## src/rtl/marker_word_rle_decoder_defines.svh

```systemverilog
// Assertion macros for the marker-word run-length decoder.
// Included by the top level; needs no other file.
`ifndef MARKER_WORD_RLE_DECODER_DEFINES_SVH
`define MARKER_WORD_RLE_DECODER_DEFINES_SVH

// Same-cycle implication, checked outside reset
`define MWRLE_ASSERT_IMP(lbl, clk, rst_n, ante, cons) \
  lbl: assert property (@(posedge clk) disable iff (!(rst_n)) (ante) |-> (cons)) \
    else $error("mwrle: same-cycle check failed");

// Next-cycle implication, checked outside reset
`define MWRLE_ASSERT_NXT(lbl, clk, rst_n, ante, cons) \
  lbl: assert property (@(posedge clk) disable iff (!(rst_n)) (ante) |=> (cons)) \
    else $error("mwrle: next-cycle check failed");

`endif

```

## src/rtl/mwrle_pkg.sv

```systemverilog
// Shared types and constants for the marker-word run-length decoder.
// No dependencies; imported by every module of the block.
`timescale 1ns / 1ps
`default_nettype none

package mwrle_pkg;

  // Field widths
  localparam int unsigned WordW = 16;
  localparam int unsigned LenW  = 17;

  // Markers and fill words
  localparam logic [WordW-1:0] ZeroMark = 16'h1234;
  localparam logic [WordW-1:0] FillMark = 16'h5678;
  localparam logic [WordW-1:0] ZeroFill = 16'h0000;
  localparam logic [WordW-1:0] OnesFill = 16'hFFFF;

  // Result queue depth default (must be at least 2)
  localparam int unsigned DefFifoDepth = 4;

  // Decode phase codes
  localparam int unsigned PhaseW = 2;
  localparam logic [PhaseW-1:0] PhIdle = 2'd0;  // at a marker position
  localparam logic [PhaseW-1:0] PhZcnt = 2'd1;  // zero marker seen
  localparam logic [PhaseW-1:0] PhFcnt = 2'd2;  // fill marker seen
  localparam logic [PhaseW-1:0] PhZz   = 2'd3;  // zero marker, count equal to marker

  // One run descriptor
  typedef struct packed {
    logic [WordW-1:0] value;
    logic [LenW-1:0]  length;
    logic             stream_end;
  } run_t;

  // Results of one decoded word, pushed into the queue together
  typedef struct packed {
    logic [1:0] count;
    run_t       first;
    run_t       second;
  } push_t;

  // Run length from a count word: count + 1
  function automatic logic [LenW-1:0] count_len(input logic [WordW-1:0] w);
    return {1'b0, w} + LenW'(1);
  endfunction

endpackage

`default_nettype wire

```

## src/rtl/marker_word_rle_decoder.sv

```systemverilog
// Marker-word run-length decoder, top level.
// Depends on mwrle_pkg, mwrle_decode, mwrle_fifo and marker_word_rle_decoder_defines.svh.
//
// Usage:
//   Input channel (in_valid_i / in_ready_o / code_word_i) takes one 16-bit
//   compressed word per transaction. Output channel (out_valid_o / out_ready_i)
//   gives run descriptors: run_value_o repeated run_length_o times, or an end
//   item with stream_end_o set and length zero.
//   An accepted word goes into the input register, is decoded there, and its
//   results are written into the result queue. Throughput: one word per cycle
//   while the queue has room. A word may yield two results; the result queue
//   (FifoDepth entries) drains one per cycle while the receiver is ready.
//   Two-result words are at least three words apart, so with a ready receiver
//   and at least four queue entries the input never stalls. The decode stage
//   moves a word on only when the queue has room for two results.
//   Reset: clears the decode phase to idle and empties the input register and
//   the result queue; no clearing pass is needed.
//   Receiver stall: results wait in the queue, and once it lacks room for two
//   more the input register holds and in_ready_o drops.
`timescale 1ns / 1ps
`default_nettype none
`include "marker_word_rle_decoder_defines.svh"

module marker_word_rle_decoder import mwrle_pkg::*; #(
  parameter int unsigned FifoDepth = DefFifoDepth
) (
  input  wire logic              clk_i,
  input  wire logic              rst_ni,
  input  wire logic              in_valid_i,
  output logic                   in_ready_o,
  input  wire logic [WordW-1:0]  code_word_i,
  output logic                   out_valid_o,
  input  wire logic              out_ready_i,
  output logic [WordW-1:0]       run_value_o,
  output logic [LenW-1:0]        run_length_o,
  output logic                   stream_end_o
);

  push_t             push;
  logic              room;
  logic [PhaseW-1:0] phase;
  run_t              out_run;

  // Input register and decode
  mwrle_decode u_decode (
    .clk_i       (clk_i),
    .rst_ni      (rst_ni),
    .in_valid_i  (in_valid_i),
    .in_ready_o  (in_ready_o),
    .code_word_i (code_word_i),
    .room_i      (room),
    .push_o      (push),
    .phase_o     (phase)
  );

  // Result queue
  mwrle_fifo #(
    .Depth (FifoDepth)
  ) u_fifo (
    .clk_i       (clk_i),
    .rst_ni      (rst_ni),
    .push_i      (push),
    .room_o      (room),
    .out_valid_o (out_valid_o),
    .out_ready_i (out_ready_i),
    .out_run_o   (out_run)
  );

  assign run_value_o  = out_run.value;
  assign run_length_o = out_run.length;
  assign stream_end_o = out_run.stream_end;

  // End items carry no run; ordinary runs are never empty
  `MWRLE_ASSERT_IMP(a_end_empty, clk_i, rst_ni, out_valid_o && stream_end_o, run_length_o == '0)
  `MWRLE_ASSERT_IMP(a_run_nonzero, clk_i, rst_ni, out_valid_o && !stream_end_o, run_length_o != '0)
  // After an end item is decoded the phase is back at idle
  `MWRLE_ASSERT_NXT(a_end_idle, clk_i, rst_ni, push.count != 2'd0 && push.first.stream_end, phase == PhIdle)
  // Two results only come from the pending zero-run phase
  `MWRLE_ASSERT_IMP(a_two_from_zz, clk_i, rst_ni, push.count == 2'd2, phase == PhZz)

endmodule

`default_nettype wire

```

## src/rtl/mwrle_decode.sv

```systemverilog
// Input register, decode phase register and the per-word decode logic.
// Depends on mwrle_pkg.
`timescale 1ns / 1ps
`default_nettype none

module mwrle_decode import mwrle_pkg::*; (
  input  wire logic              clk_i,
  input  wire logic              rst_ni,
  input  wire logic              in_valid_i,
  output logic                   in_ready_o,
  input  wire logic [WordW-1:0]  code_word_i,
  input  wire logic              room_i,
  output push_t                  push_o,
  output logic [PhaseW-1:0]      phase_o
);

  logic              valid_q, valid_d;
  logic [WordW-1:0]  word_q;
  logic [PhaseW-1:0] phase_q, phase_d, phase_n;
  logic              advance;
  logic [1:0]        n_res;
  run_t              r0, r1;

  // Word in the input register moves on when the queue has room for two results
  assign advance    = valid_q && room_i;
  assign in_ready_o = !valid_q || advance;

  always_comb begin
    valid_d = valid_q;
    if (advance) valid_d = 1'b0;
    if (in_valid_i && in_ready_o) valid_d = 1'b1;
  end

  always_ff @(posedge clk_i or negedge rst_ni) begin
    if (!rst_ni) begin
      valid_q <= 1'b0;
      phase_q <= PhIdle;
    end else begin
      valid_q <= valid_d;
      phase_q <= phase_d;
    end
  end

  // Payload register, no reset needed
  always_ff @(posedge clk_i) begin
    if (in_valid_i && in_ready_o) word_q <= code_word_i;
  end

  // Decode one word against the current phase
  always_comb begin
    n_res   = 2'd0;
    phase_n = PhIdle;
    r0      = '{value: ZeroFill, length: '0, stream_end: 1'b0};
    r1      = '{value: ZeroFill, length: '0, stream_end: 1'b0};
    unique case (phase_q)
      PhZcnt: begin
        if (word_q == ZeroMark) begin
          phase_n = PhZz;
        end else begin
          n_res = 2'd1;
          if (word_q == ZeroFill) r0 = '{value: ZeroMark, length: LenW'(1), stream_end: 1'b0};
          else r0 = '{value: ZeroFill, length: count_len(word_q), stream_end: 1'b0};
        end
      end
      PhFcnt: begin
        n_res = 2'd1;
        if (word_q == ZeroFill) r0 = '{value: FillMark, length: LenW'(1), stream_end: 1'b0};
        else r0 = '{value: OnesFill, length: count_len(word_q), stream_end: 1'b0};
      end
      PhZz: begin
        n_res = 2'd1;
        if (word_q == ZeroMark) begin
          // end of stream
          r0 = '{value: ZeroFill, length: '0, stream_end: 1'b1};
        end else begin
          // pending zero run of marker+1 words, then the word from idle
          r0 = '{value: ZeroFill, length: count_len(ZeroMark), stream_end: 1'b0};
          if (word_q == ZeroMark) phase_n = PhZcnt;
          else if (word_q == FillMark) phase_n = PhFcnt;
          else begin
            n_res = 2'd2;
            r1    = '{value: word_q, length: LenW'(1), stream_end: 1'b0};
          end
        end
      end
      default: begin
        if (word_q == ZeroMark) phase_n = PhZcnt;
        else if (word_q == FillMark) phase_n = PhFcnt;
        else begin
          n_res = 2'd1;
          r0    = '{value: word_q, length: LenW'(1), stream_end: 1'b0};
        end
      end
    endcase
  end

  assign phase_d       = advance ? phase_n : phase_q;
  assign push_o.count  = advance ? n_res : 2'd0;
  assign push_o.first  = r0;
  assign push_o.second = r1;
  assign phase_o       = phase_q;

endmodule

`default_nettype wire

```

## src/rtl/mwrle_fifo.sv

```systemverilog
// Result queue: takes up to two run descriptors per cycle, gives one per transaction.
// Depends on mwrle_pkg.
`timescale 1ns / 1ps
`default_nettype none

module mwrle_fifo import mwrle_pkg::*; #(
  parameter int unsigned Depth = DefFifoDepth
) (
  input  wire logic  clk_i,
  input  wire logic  rst_ni,
  input  wire push_t push_i,
  output logic       room_o,
  output logic       out_valid_o,
  input  wire logic  out_ready_i,
  output run_t       out_run_o
);

  localparam int unsigned PtrW = (Depth > 1) ? $clog2(Depth) : 1;
  localparam int unsigned CntW = $clog2(Depth + 1);

  run_t            mem_q [Depth];
  logic [PtrW-1:0] wr_ptr_q, wr_ptr_d, rd_ptr_q, rd_ptr_d, wr_nxt;
  logic [CntW-1:0] count_q, count_d;
  logic            pop;

  function automatic logic [PtrW-1:0] ptr_inc(input logic [PtrW-1:0] p);
    return (p == PtrW'(Depth - 1)) ? '0 : p + PtrW'(1);
  endfunction

  assign wr_nxt      = ptr_inc(wr_ptr_q);
  assign out_valid_o = (count_q != '0);
  assign pop         = out_valid_o && out_ready_i;
  assign room_o      = (count_q <= CntW'(Depth - 2));
  assign out_run_o   = mem_q[rd_ptr_q];

  // Pointer and fill count update
  always_comb begin
    unique case (push_i.count)
      2'd0:    wr_ptr_d = wr_ptr_q;
      2'd1:    wr_ptr_d = wr_nxt;
      default: wr_ptr_d = ptr_inc(wr_nxt);
    endcase
    rd_ptr_d = pop ? ptr_inc(rd_ptr_q) : rd_ptr_q;
    count_d  = count_q + CntW'(push_i.count) - CntW'(pop);
  end

  always_ff @(posedge clk_i or negedge rst_ni) begin
    if (!rst_ni) begin
      wr_ptr_q <= '0;
      rd_ptr_q <= '0;
      count_q  <= '0;
    end else begin
      wr_ptr_q <= wr_ptr_d;
      rd_ptr_q <= rd_ptr_d;
      count_q  <= count_d;
    end
  end

  // Entry storage
  always_ff @(posedge clk_i) begin
    if (push_i.count != 2'd0) mem_q[wr_ptr_q] <= push_i.first;
    if (push_i.count == 2'd2) mem_q[wr_nxt]   <= push_i.second;
  end

endmodule

`default_nettype wire

```

## config.mk

```make
export PLATFORM = sky130hd
export DESIGN_NAME = marker_word_rle_decoder
export DESIGN_NICKNAME = d
export VERILOG_FILES = /design/src/rtl/mwrle_pkg.sv /design/src/rtl/marker_word_rle_decoder.sv /design/src/rtl/mwrle_decode.sv /design/src/rtl/mwrle_fifo.sv
export VERILOG_INCLUDE_DIRS = /design/src /design/src/rtl
export SDC_FILE = /design/constraint.sdc
export NUM_CORES = 1
export LEC_CHECK = 0
export BUFFER_PORTS_ARGS = -buffer_cell sky130_fd_sc_hd__buf_2
export CORE_MARGIN = 2
export CORE_UTILIZATION = 55
export DETAILED_ROUTE_END_ITERATION = 7
export PLACE_DENSITY = 0.84
export SETUP_SLACK_MARGIN = 0.4
export SLEW_MARGIN = 20
export SYNTH_ARGS = -nofsm -noshare
export SYNTH_HDL_FRONTEND = slang
export SYNTH_SLANG_ARGS = --single-unit
```

## constraint.sdc

```tcl
create_clock -name clk_i -period 2.6 [get_ports clk_i]
set_input_delay 0.52 -clock clk_i [delete_from_list [all_inputs] [get_ports clk_i]]
set_output_delay 0.52 -clock clk_i [all_outputs]
set_load 0.1 [all_outputs]
```

-- Word-level counts from Yosys, hierarchy flattened
Memories as Yosys holds them, arrays and structs flattened.
Index checks and enable logic that the tools add are counted.
- memories: 1
- register bits after elaboration: 26
- RAM bits: 136
- output and inout bits: 36
- memory list (memory ; depth ; width ; read ports ; clocked after memory_dff ; write ports ; line ; RTL):
    u_fifo.mem_q ; 4 ; 34 ; 1 ; 0 ; 2 ; mwrle_fifo.sv:21 ; run_t mem_q [Depth];
- order comparisons: 1
- muxes and demuxes: 30
- add/subtract/negate cells: 6
- reductions and logical operators: 10
- equality and inequality tests: 10
- operator list (kind ; count):
    2-to-1 mux 34 bit ; 5
    one-hot mux 34 bit (3 select lines) ; 1
    2-to-1 mux 31 bit ; 1
    2-to-1 mux 2 bit ; 11
    adder 16 x 1 -> 17 bit, second input constant ; 1
    == test 16 x 13 -> 1 bit, second input constant ; 1
    == test 16 x 15 -> 1 bit, second input constant ; 1
    logical NOT 16 bit ; 1
    2-to-1 mux 14 bit ; 1
    == test 2 bit, second input constant ; 6
    one-hot mux 2 bit (3 select lines) ; 2
    2-to-1 mux 1 bit ; 8
    adder 2 x 1 -> 2 bit, second input constant ; 3
    == test 2 x 1 -> 1 bit, second input constant ; 2
    one-hot mux 2 bit (2 select lines) ; 1
    nonzero test 2 bit ; 2
    adder 3 x 2 -> 3 bit ; 1
    <= comparator 3 x 2 -> 1 bit, second input constant ; 1
    logical AND 1 bit ; 3
    nonzero test 3 bit ; 1
    subtractor 3 x 1 -> 3 bit ; 1
    logical NOT 2 bit ; 1
    logical NOT 1 bit ; 1
    logical OR 1 bit ; 1

-- Longest topological paths before layout
- depth after elaboration: 8
- gate-level depth with buffers: 12
- depth with buffers taken out: 11

-- Cells and area by module
From an unflattened synthesis, not the netlist that was laid out.
- cell total of the unflattened synthesis: 600
- area total of the unflattened synthesis: 9121.2 µm²
- modules (own cells, without submodules) (module ; area each (µm²) ; instances ; sequential area each (µm²) ; cells an instance):
    mwrle_fifo ; 7313.3 ; 1 ; 4259.1 ; 389
    mwrle_decode ; 1808.0 ; 1 ; 555.5 ; 211

-- Worst setup path after synthesis
Ideal clock, no wire load.
- kind: reg-to-reg
- start point: register u_fifo.count_q[1]
- end point: register u_fifo.count_q[2]
- data arrival time: 2452 ps
- stages on the path, launching flop included: 9
- path buffers: 0
- required time: 2477 ps
- clock period less this slack: 2575 ps
- library setup time: 123 ps
- slack: 25 ps
- path through: dfrtp_1 > or3_1 > nand2_1 > inv_1 > ha_1 > inv_1 > ha_1 > fa_1 > xnor2_1
- RTL lines (element ; line ; RTL):
    start, declared ; mwrle_fifo.sv:23 ; logic [CntW-1:0] count_q, count_d;
    start signal, assigned ; mwrle_fifo.sv:55 ; count_q <= count_d;
    nonzero test 3 bit ; mwrle_fifo.sv:31 ; assign out_valid_o = (count_q != '0);
    via out_valid_o ; marker_word_rle_decoder.sv:32 ; output logic out_valid_o,
    logical AND 1 bit ; mwrle_fifo.sv:32 ; assign pop = out_valid_o && out_ready_i;
    via u_fifo.pop ; mwrle_fifo.sv:24 ; logic pop;
    subtractor 3 x 1 -> 3 bit ; mwrle_fifo.sv:44 ; count_d = count_q + CntW'(push_i.count) - CntW'(pop);
    via u_fifo.count_d[2] ; mwrle_fifo.sv:23 ;
The timed path passes the listed nets, and every way through them passes these cells.
A chain may end at the register's enable or synchronous reset.

==> results.yml <==
logic_synthesis:
  synthesis.nets: 796
  synth_seq_area_share_pct: 51.97
  async_flop_share_pct: 6.173
  synth.distinct_cells: 54
  ys.flop_type: "edfxtp_1"
  ys_ff_latch: 162
  syn-cell-area_um2: 7955
  synth_edf_count: 84
  yosysWarningCount: 0
  syn_inst: 762
  syn_area_per_cell_um2: 10.44
drt:
  vias: 8152
  via_per_inst: 7.452
  drt_iter0_drc: 1876
  remaining_drc_errors: 0
  routedWlPerCell_um: 29.16
  dr.pass1.iters: 8
  wl_mm: 31.91
  ant_nets: 0
die:
  std_cell_rows: 43
  die_w_um: 124.3
  die_area_um2: 15440
  io_pins: 56
  dieHeight_um: 124.3
  core-area_um2: 13990
  initial_core_util_pct: 56.87
sta:
  hold_viol: 0
  finalCriticalPeriod_ns: 2.706
  tightest_slew_ns: 0.7645
  fin_skew_ns: 0.01020
  whs_ns: 0.2445
  relSlewSlack_pct: 48.98
  fmax_mhz: 369.5
  fin_crit_sh_pct: 104.1
  finalMaxSlewViolations: 0
  fin_ws_ns: -0.1061
  rsz0062_at_grt: "true"
  setup_viol: 8
place:
  hpwlAfterDp_mm: 14.49
  io_buffers: 55
  numPlacedInstances: 995
  gp_congestion: 0.9955
worst_setup_path:
  reg2reg_depth: 7
  cp-start-kind: "flip-flop"
  r2r_start: "u_decode.word_q[9]"
  startpoint: "u_decode.word_q[9]"
  path_cells: "buf_4 -> nor4_1 -> nand4_1 -> buf_6 -> nor2_1 -> a221o_1 -> o22ai_2"
  r2r_end: "u_fifo.mem_q[2][20]"
  cp_max_fo: 9
  endpoint_kind: "flip-flop"
  critical_path_class: "flip-flop to flip-flop"
  crit_required_ns: 2.78
  crit_arrival_ns: 2.89
  crit_end: "u_fifo.mem_q[2][20]"
  critPathSlowestCell: "nor4_1"
  critPathMaxStageDelay_ns: 0.52
  rrSetupSlack_ns: -0.11
cells_and_area:
  fillers: 642
  final_cells: 1094
  drive_gt1_share_pct: 40.70
  final-seq-area_um2: 4139
  multi_input_area_um2: 4379
  final_common_cell: "nand2_1"
  final_nets: 935
  n_antenna_cell: 0
  layout_common_cells: "nand2_1 (138), edfxtp_1 (84), dfxtp_1 (68)"
  syn2layout_area_growth_pct: 42.64
power_and_ir_drop:
  power_switching_w: 0.006524
  power.share.clock_pct: 18.4
  p_leak_nw: 4.303
  p_comb_share_pct: 55.9
  p_total_w: 0.01437
  seq_power_share_pct: 25.7
  power_density_nw_per_um2: 1266
  switching_share_pct: 45.41
  internal-power_w: 0.007844
  vdd.ir_drop.worst_mv: 1.136
global_routing:
  grt_max_degree: 21
  antenna_found_initial: 1
  first_global_vias: 6915
  grt-ovfl-total: 0
  grt_pass1_wl_mm: 37.96
  grt_usage_pct: 31.55
cts:
  numCtsBuffers: 17
  cts_tree: "done"
  clkSlewWorstSetupHoldPaths_ns: 0.07
  clk_latency_ns: 0.45
  cts-root-buf: "clkbuf_16"
  cts.sinks: 162
  cts_buffer_depth: 2
  cts_htree_levels: 4
status:
  status: "finished, violations left"
  violations: "setup timing"
job:
  cap_violations: 0
min_path:
  whs_path_depth: 1
  min_path_type: "input port to flip-flop"
[worst min path at each step]
stage	from	to	slack, ns
finish	code_word_i[11]	u_decode.word_q[11]	0.24
global route	code_word_i[11]	u_decode.word_q[11]	0.25
CTS	code_word_i[11]	u_decode.word_q[11]	0.25
detailed placement	rst_ni	u_fifo.count_q[0]	0.39
global placement	rst_ni	u_fifo.count_q[0]	0.39
floorplan	rst_ni	u_decode.phase_o[0]	0.22
[area by class of cell]
class	instances	area share (%)
Sequential cell	162	36.48
Clock buffer	19	4.091
Clock inverter	13	1.290
Inverter	17	0.5624
Multi-Input combinational cell	540	38.59
Tap cell	180	1.985
Timing Repair Buffer	163	17.00
[Yosys cell counts (5+ instances only)]
cell | count | area (um^2)
dfxtp_1 | 68 | 1361
a211oi_1 | 9 | 67.56
nand3_1 | 10 | 50.05
and2_1 | 9 | 56.30
xor2_1 | 5 | 43.79
ha_1 | 13 | 162.7
nand2_1 | 160 | 600.6
a21o_1 | 18 | 135.1
nand4_1 | 12 | 75.07
clkbuf_1 | 20 | 75.07
o22ai_1 | 29 | 181.4
inv_1 | 16 | 60.06
nor3_1 | 19 | 95.09
a21oi_1 | 76 | 380.4
xnor2_1 | 9 | 78.83
dfrtp_1 | 10 | 250.2
buf_2 | 22 | 110.1
mux4_2 | 34 | 765.7
buf_4 | 9 | 67.56
o21ai_0 | 16 | 80.08
a31oi_1 | 9 | 56.30
edfxtp_1 | 84 | 2522
nor2_1 | 50 | 187.7
[power groups by stage]
stage | Clock [W] | Combinational [W] | Sequential (W)
3_5_place_dp | 0 | 0.00602 | 0.00372
2_1_floorplan | 0 | 0.00448 | 0.00352
6_report | 0.00264 | 0.00804 | 0.00369
4_1_cts | 0.00259 | 0.00688 | 0.00359
3_3_place_gp | 0 | 0.00595 | 0.00368
5_1_grt | 0.00272 | 0.00819 | 0.00371
[per-layer routing]
metal	up-vias	wire length [um]	GRT usage [%]
li1	3086	-	-
met5	-	21	0
met4	4	3061	17.98
met2	980	13610	47.93
met3	346	4819	7.002
met1	3736	10390	42.03
[what timing repair did]
action | in CTS | in global routing
hold endpoints to repair | 10 | 0
cloned | 9 | 15
pin swaps | 10 | 42
endpoints found under the setup margin | 219 | 241
hold buffers | 1 | 0
setup buffers | 26 | 16
gates resized for setup | 93 | 161
[worst max-delay path: cells and delay by family, from the launching register on]
family                 cells  cell delay (ns)
AND/OR/NAND/NOR            3             1.06
AO/OA/AOI/OAI              2             0.44
buffers and inverters      2             0.48
flip-flops                 1             0.45
[sequential cells by signal (all words and copies together) (netlist names)]
| name | cells |
|---|---|
| u_fifo.count_q | 3 |
| u_fifo.wr_ptr_q | 2 |
| u_decode.valid_q | 1 |
| u_fifo.rd_ptr_q | 2 |
| u_decode.phase_o | 2 |
| u_fifo.mem_q | 136 |
| u_decode.word_q | 16 |
[through the flow]
step | TNS [ns] | utilization (%) | instance area, um^2 | setup slack (ns)
CTS | 0 | 73.29 | 10250 | 0.2187
global placement | 0 | 63.91 | 8940 | 0.2405
global route | -1.611 | 81.12 | 11350 | -0.1981
finish | -0.5451 | 81.12 | 11350 | -0.1061
detailed placement | 0 | 63.91 | 8940 | 0.1849
floorplan | 0 | - | 8066 | 0.1971
[cells by family (layout without fill, tap and decap cells)]
kind of cell	after synthesis	count (layout)	synth area share [%]
compound gates	170	172	12.69
xor+xnor	14	14	1.541
fa+ha+maj	14	14	2.296
buf+inv	72	212	4.451
flops	162	162	51.97
mux	35	35	9.767
simple gates	295	305	17.29
Power figures use the tool's default switching activity.
